$ cat config.mk
export PLATFORM = sky130hd
export DESIGN_NAME = indexed_list_insert_remove
export DESIGN_NICKNAME = d
export VERILOG_FILES = /design/src/hw/rtl/ilir_pkg.sv /design/src/hw/rtl/ilir_list_core.sv /design/src/hw/rtl/indexed_list_insert_remove.sv
export SDC_FILE = /design/constraint.sdc
export NUM_CORES = 2
export LEC_CHECK = 0
export ABC_CLOCK_PERIOD_IN_PS = 14000
export CELL_PAD_IN_SITES_DETAIL_PLACEMENT = 0
export CELL_PAD_IN_SITES_GLOBAL_PLACEMENT = 1
export CORE_UTILIZATION = 56
export CTS_CLUSTER_SIZE = 24
export DETAILED_ROUTE_END_ITERATION = 8
export DONT_BUFFER_PORTS = 1
export PLACE_DENSITY = 0.95
export SLEW_MARGIN = 20
export SYNTH_ARGS = -nofsm -noshare
export SYNTH_HDL_FRONTEND = slang
export SYNTH_SLANG_ARGS = --single-unit
$ cat constraint.sdc
create_clock -name aclk -period 14 [get_ports aclk]
set_clock_uncertainty 0.1 [all_clocks]
set_input_delay 4.2 -clock aclk [delete_from_list [all_inputs] [get_ports aclk]]
set_output_delay 4.2 -clock aclk [all_outputs]
set_load 0.1 [all_outputs]
$ cat src/hw/rtl/ilir_pkg.sv
`timescale 1ns / 1ps
// ----------------------------------------------------------------------------
// ilir_pkg
// Types and constants shared by the indexed list blocks.
// ----------------------------------------------------------------------------
package ilir_pkg;

    localparam int POS_WIDTH   = 5;
    localparam int VALUE_WIDTH = 32;
    localparam int COUNT_WIDTH = 5;

    typedef enum logic [2:0] {
        ACT_PUSH_BACK  = 3'd0,
        ACT_PUSH_FRONT = 3'd1,
        ACT_INSERT     = 3'd2,
        ACT_POP_BACK   = 3'd3,
        ACT_POP_FRONT  = 3'd4,
        ACT_REMOVE_AT  = 3'd5,
        ACT_CLEAR      = 3'd6,
        ACT_READ       = 3'd7
    } action_t;

    typedef enum logic [1:0] {
        ST_OK    = 2'd0,
        ST_RANGE = 2'd1,
        ST_FULL  = 2'd2,
        ST_EMPTY = 2'd3
    } status_t;

    typedef struct packed {
        logic [VALUE_WIDTH-1:0] item_value;
        logic [POS_WIDTH-1:0]   position;
        action_t                action;
    } req_t;

    typedef struct packed {
        logic [COUNT_WIDTH-1:0] count;
        status_t                status;
        logic [VALUE_WIDTH-1:0] read_data;
    } rsp_t;

endpackage

$ cat src/hw/rtl/ilir_list_core.sv
`timescale 1ns / 1ps
// ----------------------------------------------------------------------------
// ilir_list_core
// Slot array and entry count; executes one request per enabled cycle.
// ----------------------------------------------------------------------------
module ilir_list_core #(
    parameter int DEPTH      = 16,
    parameter int DATA_WIDTH = 32,
    parameter int CNT_WIDTH  = 5
) (
    input  logic                 aclk,
    input  logic                 aresetn,
    input  logic                 exec_valid,
    input  ilir_pkg::req_t       req,
    output ilir_pkg::rsp_t       rsp,
    output logic [CNT_WIDTH-1:0] entry_count
);
    import ilir_pkg::*;

    localparam int AW = (DEPTH > 1) ? $clog2(DEPTH) : 1;
    localparam int W  = (CNT_WIDTH > POS_WIDTH) ? CNT_WIDTH : POS_WIDTH;

    logic [DATA_WIDTH-1:0] slots_reg [DEPTH];
    logic [DATA_WIDTH-1:0] slot_next [DEPTH];
    logic [DEPTH-1:0]      slot_we;
    logic [CNT_WIDTH-1:0]  count_reg;
    logic [CNT_WIDTH-1:0]  count_next;

    logic [W-1:0]            count_w;
    logic [W-1:0]            tgt;
    logic                    do_ins;
    logic                    do_rem;
    status_t                 st;
    logic [VALUE_WIDTH-1:0]  rd;
    logic signed [DATA_WIDTH-1:0] rd_slot;
    logic [DATA_WIDTH-1:0]   wr_value;

    assign count_w     = W'(count_reg);
    assign wr_value    = DATA_WIDTH'(signed'(req.item_value));
    assign rd_slot     = signed'(slots_reg[tgt[AW-1:0]]);
    assign entry_count = count_reg;

    always_comb begin
        tgt        = W'(req.position);
        st         = ST_OK;
        rd         = '0;
        do_ins     = 1'b0;
        do_rem     = 1'b0;
        count_next = count_reg;
        unique case (req.action) inside
            ACT_PUSH_BACK, ACT_PUSH_FRONT, ACT_INSERT: begin
                if (req.action == ACT_PUSH_BACK) begin
                    tgt = count_w;
                end else if (req.action == ACT_PUSH_FRONT) begin
                    tgt = '0;
                end
                if (tgt > count_w) begin
                    st = ST_RANGE;
                end else if (count_w >= W'(DEPTH)) begin
                    st = ST_FULL;
                end else begin
                    do_ins     = 1'b1;
                    count_next = count_reg + 1'b1;
                end
            end
            ACT_POP_BACK, ACT_POP_FRONT, ACT_REMOVE_AT: begin
                if (req.action == ACT_POP_BACK) begin
                    tgt = count_w - 1'b1;
                end else if (req.action == ACT_POP_FRONT) begin
                    tgt = '0;
                end
                if (count_reg == '0) begin
                    st = ST_EMPTY;
                end else if (tgt >= count_w) begin
                    st = ST_RANGE;
                end else begin
                    do_rem     = 1'b1;
                    rd         = VALUE_WIDTH'(rd_slot);
                    count_next = count_reg - 1'b1;
                end
            end
            ACT_CLEAR: begin
                count_next = '0;
            end
            default: begin
                if (tgt >= count_w) begin
                    st = ST_RANGE;
                end else begin
                    rd = VALUE_WIDTH'(rd_slot);
                end
            end
        endcase
    end

    assign rsp.read_data = rd;
    assign rsp.status    = st;
    assign rsp.count     = COUNT_WIDTH'(count_next);

    // Insert opens a gap at the target by moving the slots above it up one
    // place; remove closes it by moving them down.
    for (genvar i = 0; i < DEPTH; i++) begin : g_slot
        localparam logic [W-1:0] IDX = W'(i);
        localparam logic [W-1:0] IDX_NEXT = W'(i + 1);
        logic [DATA_WIDTH-1:0] below;
        logic [DATA_WIDTH-1:0] above;
        logic                  has_below;
        logic                  has_above;

        if (i == 0) begin : g_first
            assign below     = '0;
            assign has_below = 1'b0;
        end else begin : g_mid_lo
            assign below     = slots_reg[i-1];
            assign has_below = 1'b1;
        end
        if (i == DEPTH - 1) begin : g_last
            assign above     = '0;
            assign has_above = 1'b0;
        end else begin : g_mid_hi
            assign above     = slots_reg[i+1];
            assign has_above = 1'b1;
        end

        always_comb begin
            slot_next[i] = slots_reg[i];
            slot_we[i]   = 1'b0;
            if (do_ins) begin
                if (IDX == tgt) begin
                    slot_next[i] = wr_value;
                    slot_we[i]   = 1'b1;
                end else if (has_below && IDX > tgt && IDX <= count_w) begin
                    slot_next[i] = below;
                    slot_we[i]   = 1'b1;
                end
            end else if (do_rem) begin
                if (has_above && IDX >= tgt && IDX_NEXT < count_w) begin
                    slot_next[i] = above;
                    slot_we[i]   = 1'b1;
                end
            end
        end

        always_ff @(posedge aclk) begin
            if (exec_valid && slot_we[i]) begin
                slots_reg[i] <= slot_next[i];
            end
        end
    end

    always_ff @(posedge aclk) begin
        if (!aresetn) begin
            count_reg <= '0;
        end else if (exec_valid) begin
            count_reg <= count_next;
        end
    end

endmodule

$ cat src/hw/rtl/indexed_list_insert_remove.sv
`timescale 1ns / 1ps
// ----------------------------------------------------------------------------
// indexed_list_insert_remove
// Bounded ordered list with push, pop, insert, remove, clear and read.
// ----------------------------------------------------------------------------
//  Channel  Dir  Handshake          Payload
//  s_       in   s_tvalid/s_tready  action, position, item_value
//  m_       out  m_tvalid/m_tready  read_data, status, count
//
//  One word is accepted per cycle while the result is not stalled; the
//  request stage registers the word and the output stage registers its result.
//  The slot array shifts all slots above the position in the same update
//  that changes the entry count.
//  Reset clears the entry count and both stage valids; slots need no reset.
//  A stalled result holds the request stage, which then stops s_tready.
// ----------------------------------------------------------------------------
module indexed_list_insert_remove #(
    parameter int DEPTH      = 16,
    parameter int DATA_WIDTH = 32
) (
    input  logic        aclk,
    input  logic        aresetn,
    input  logic        s_tvalid,
    output logic        s_tready,
    input  logic [39:0] s_tdata,   // action[2:0], position[7:3], item_value[39:8]
    output logic        m_tvalid,
    input  logic        m_tready,
    output logic [39:0] m_tdata    // read_data[31:0], status[33:32], count[38:34]
);
    import ilir_pkg::*;

    localparam int CNT_WIDTH = $clog2(DEPTH + 1);

    logic                 in_valid_reg;
    req_t                 req_reg;
    logic                 out_valid_reg;
    rsp_t                 rsp_reg;
    rsp_t                 rsp;
    logic                 advance;
    logic                 exec_valid;
    logic [CNT_WIDTH-1:0] entry_count;
    req_t                 s_req;

    assign s_req.action     = action_t'(s_tdata[2:0]);
    assign s_req.position   = s_tdata[7:3];
    assign s_req.item_value = s_tdata[39:8];

    assign advance    = !out_valid_reg || m_tready;
    assign exec_valid = in_valid_reg && advance;
    assign s_tready   = !in_valid_reg || advance;
    assign m_tvalid   = out_valid_reg;
    assign m_tdata    = {1'b0, rsp_reg};

    always_ff @(posedge aclk) begin
        if (!aresetn) begin
            in_valid_reg <= 1'b0;
        end else if (s_tready) begin
            in_valid_reg <= s_tvalid;
        end
    end

    always_ff @(posedge aclk) begin
        if (s_tready && s_tvalid) begin
            req_reg <= s_req;
        end
    end

    ilir_list_core #(
        .DEPTH      (DEPTH),
        .DATA_WIDTH (DATA_WIDTH),
        .CNT_WIDTH  (CNT_WIDTH)
    ) u_core (
        .aclk        (aclk),
        .aresetn     (aresetn),
        .exec_valid  (exec_valid),
        .req         (req_reg),
        .rsp         (rsp),
        .entry_count (entry_count)
    );

    always_ff @(posedge aclk) begin
        if (!aresetn) begin
            out_valid_reg <= 1'b0;
        end else if (advance) begin
            out_valid_reg <= in_valid_reg;
        end
    end

    always_ff @(posedge aclk) begin
        if (exec_valid) begin
            rsp_reg <= rsp;
        end
    end

    a_count_bound: assert property (@(posedge aclk) disable iff (!aresetn)
        entry_count <= CNT_WIDTH'(DEPTH))
        else $error("entry count above depth");

    a_count_hold: assert property (@(posedge aclk) disable iff (!aresetn)
        !exec_valid |=> $stable(entry_count))
        else $error("entry count changed without a request");

    a_full_count: assert property (@(posedge aclk) disable iff (!aresetn)
        (m_tvalid && rsp_reg.status == ST_FULL) |-> rsp_reg.count == COUNT_WIDTH'(DEPTH))
        else $error("full status with list not full");

    a_empty_count: assert property (@(posedge aclk) disable iff (!aresetn)
        (m_tvalid && rsp_reg.status == ST_EMPTY) |-> rsp_reg.count == '0)
        else $error("empty status with entries present");

endmodule
==> impl_metrics.json <==
{
  "switchingPower_uw": 1153,
  "die_y_um": 251.8,
  "antenna_found_initial": 7,
  "critical-path-max-stage-delay_ps": 630,
  "ioPinCount": 86,
  "critPathBufInv": 0,
  "met1_usage_pct": 40.80,
  "switching_share_pct": 26.82,
  "syn_to_final_growth_pct": 6.937,
  "power_uw": 4300,
  "core_area_sq_um": 61710,
  "gr-total-overflow": 0,
  "outcome": "complete, no violations",
  "grt_start_max_net_pins": 272,
  "fin_crit_ps": 9356,
  "drt_first_pass_iters": 9,
  "grt_pass1_wl_um": 150700,
  "r2r_slack_ps": 7870,
  "tightest_slew_ps": 1186,
  "cellPowerDensity_nw_per_um2": 115.1,
  "dieArea_sq_um": 63390,
  "ant_nets": 0,
  "critical-path-top-delay-family": "simple AND/OR/NAND/NOR gates",
  "first_iter_violations": 3709,
  "slew_violations": 0,
  "grt-busiest-layer": "met2",
  "critPathMaxFanout": 4,
  "critPathLaunchType": "primary input",
  "hold_class": "flop to flop",
  "die_w_um": 251.8,
  "yosysUniqueCellTypes": 82,
  "root_buffer": "clkbuf_16",
  "hold_depth": 2,
  "use_met3_pct": 5.096,
  "syn-num-nets": 3419,
  "cts_sinks": 598,
  "final_layout_size_suffix_gt1_share_pct": 7.771,
  "cts_setup_buffers": 0,
  "worstPathArrival_ps": 5060,
  "fin_crit_sh_pct": 66.83,
  "ctsResizeCount": 0,
  "met2_usage_pct": 51.08,
  "grt_usage_pct": 31.06,
  "async_flop_share_pct": 0,
  "holdCritStartpoint": "in_valid_reg$_SDFFE_PN0N_",
  "synth_area_sq_um": 34940,
  "r2r_cells": 10,
  "drc_errors": 0,
  "hold_viol": 0,
  "ys.warnings.count": 0,
  "pwr-share-clk_pct": 40.2,
  "rr_endpoint": "u_core.slots_reg[9][6]$_DFFE_PP_",
  "end_kind": "output port",
  "cts_tree": "built",
  "initial_utilization_pct": 56.61,
  "cts.reportedPaths.clkPinSlew_ps": 60,
  "finalSetupTns_ps": 0,
  "rr_startpoint": "u_core.entry_count[4]$_SDFFE_PN0P_",
  "cap_violations": 0,
  "vias": 26380,
  "largest_reg_flops": 512,
  "fmax_mhz": 106.9,
  "leakage_uw": 0.01336,
  "clockBufferDepth": 3,
  "synth-edff-count": 591,
  "num_rows": 91,
  "ys_ff_latch": 598,
  "relSlewSlack_pct": 20.64,
  "layout.nets": 3253,
  "grt_pass1_vias": 25140,
  "synthCells": 3356,
  "htreeDepth": 3,
  "crit_type": "primary input to output port",
  "hold_buffers": 0,
  "crit_required_ps": 9700,
  "rsz0062_at_grt": "no",
  "holdPathEnd": "m_tvalid$_SDFFE_PN0P_",
  "startpoint": "m_tready",
  "wl_um": 100400,
  "routedWlPerCell_um": 24.58,
  "comb_power_share_pct": 11.9,
  "synth_top_flop_cell": "edfxtp_1",
  "setup_viol": 0,
  "syn_avg_cell_area_sq_um": 10.41,
  "hpwl_um": 55040,
  "path_cells": "nor2b_1, nand2_1",
  "viasPerCell": 6.459,
  "final_util_pct": 60.54,
  "num-fill-cells": 4978,
  "cpMaxStageDelayCell": "nand2_1",
  "port_buffers": 0,
  "power_frac_seq_pct": 47.9,
  "cts_inserted_buffers": 67,
  "ir_drop_mv": 0.1083,
  "clk_latency_ps": 620,
  "intPower_uw": 3146,
  "yosysSeqAreaShare_pct": 51.20,
  "place_congestion": 0.8430
}
stage by stage:
stage                     hold slack (ps)  setup slack [ps]  instance area [sq um]  cells
after detailed placement            415.2              4659                  35190   3957
final                               429.1              4644                  37360   4085
after global routing                479.8              4574                  37360   4084
after global placement              415.0              4688                  35190   3957
after CTS                           427.8              4654                  37310   4079
after floorplan                     386.8              3300                  34940   3356
placed cells by master (no fill, tap or decap), types with 22 or more instances in the layout:
cell	Yosys	final
o32ai_1	32	32
o21ai_0	264	263
nand2_1	948	946
o22ai_1	68	68
nor2_1	38	36
buf_4	24	56
nand3_1	37	37
clkbuf_16	0	69
edfxtp_1	591	591
mux2i_1	636	636
o211ai_1	38	38
mux2_2	31	31
o21ai_1	176	176
a21oi_1	22	22
worst max path at each step:
stage	to	slack, ps	cells after the start
floorplan	u_core.slots_reg[9][0]$_DFFE_PP_	3300	6
global placement	s_tready	4690	2
detailed placement	s_tready	4660	2
CTS	s_tready	4650	2
global route	s_tready	4570	2
finish	s_tready	4640	2
synthesized netlist by cell type (3+ instances only):
master	count	area, sq um
a2111oi_0	3	26.28
a211oi_1	10	75.07
a21o_1	7	52.55
a21oi_1	22	110.1
a221oi_1	3	26.28
a22oi_1	3	22.52
a311oi_1	3	26.28
a41oi_1	3	26.28
and2_1	5	31.28
buf_1	11	41.29
buf_2	41	205.2
buf_4	24	180.2
buf_6	30	337.8
clkbuf_1	189	709.4
dfxtp_1	7	140.1
edfxtp_1	591	17750
ha_1	19	237.7
inv_1	10	37.54
mux2_2	31	349.1
mux2_4	3	45.04
mux2i_1	636	6366
nand2_1	948	3558
nand2b_1	5	31.28
nand3_1	37	185.2
nand4_1	5	31.28
nor2_1	38	142.6
nor2b_1	3	18.77
nor3_1	7	35.03
nor4_1	3	18.77
nor4_4	14	297.8
o211ai_1	38	285.3
o21a_1	5	37.54
o21ai_0	264	1321
o21ai_1	176	880.8
o22ai_1	68	425.4
o31ai_1	6	45.04
o32ai_1	32	280.3
xnor2_1	3	26.28
layer usage:
layer	vias to the layer above	share of wire (%)
li1	11880	-
met5	-	0.029
met2	1451	48
met1	12780	39
met4	4	4.0
met3	274	8.8
area by class of cell:
type,instances,area (sq um),share of cell area (%)
antenna,5,12.51,0.03349
tap,837,1047,2.803
clock buffer,79,1774,4.749
timing repair buffer,60,490.5,1.313
sequential,598,17890,47.88
multi-input combinational,2451,15760,42.18
clock inverter,43,345.3,0.9243
inverter,12,45.04,0.1206
power groups by stage:
stage	sequential (uW)	clock, uW	combinational [uW]
2_1_floorplan	2070	0	399
3_3_place_gp	2100	0	478
3_5_place_dp	2100	0	494
4_1_cts	2060	1740	496
5_1_grt	2060	1810	546
6_report	2060	1730	510
logic make-up (layout without fill, tap and decap cells):
kind of cell,count (synthesis),in the layout,share of synthesized area (%)
flops,598,598,51.20
fa+ha+maj,20,20,0.7091
xor+xnor,3,3,0.07522
other cells,1,6,0.01073
mux,671,671,19.41
compound gates,672,672,11.33
simple gates,1084,1084,12.91
buf+inv,307,194,4.348
Power figures use the tool's default switching activity.
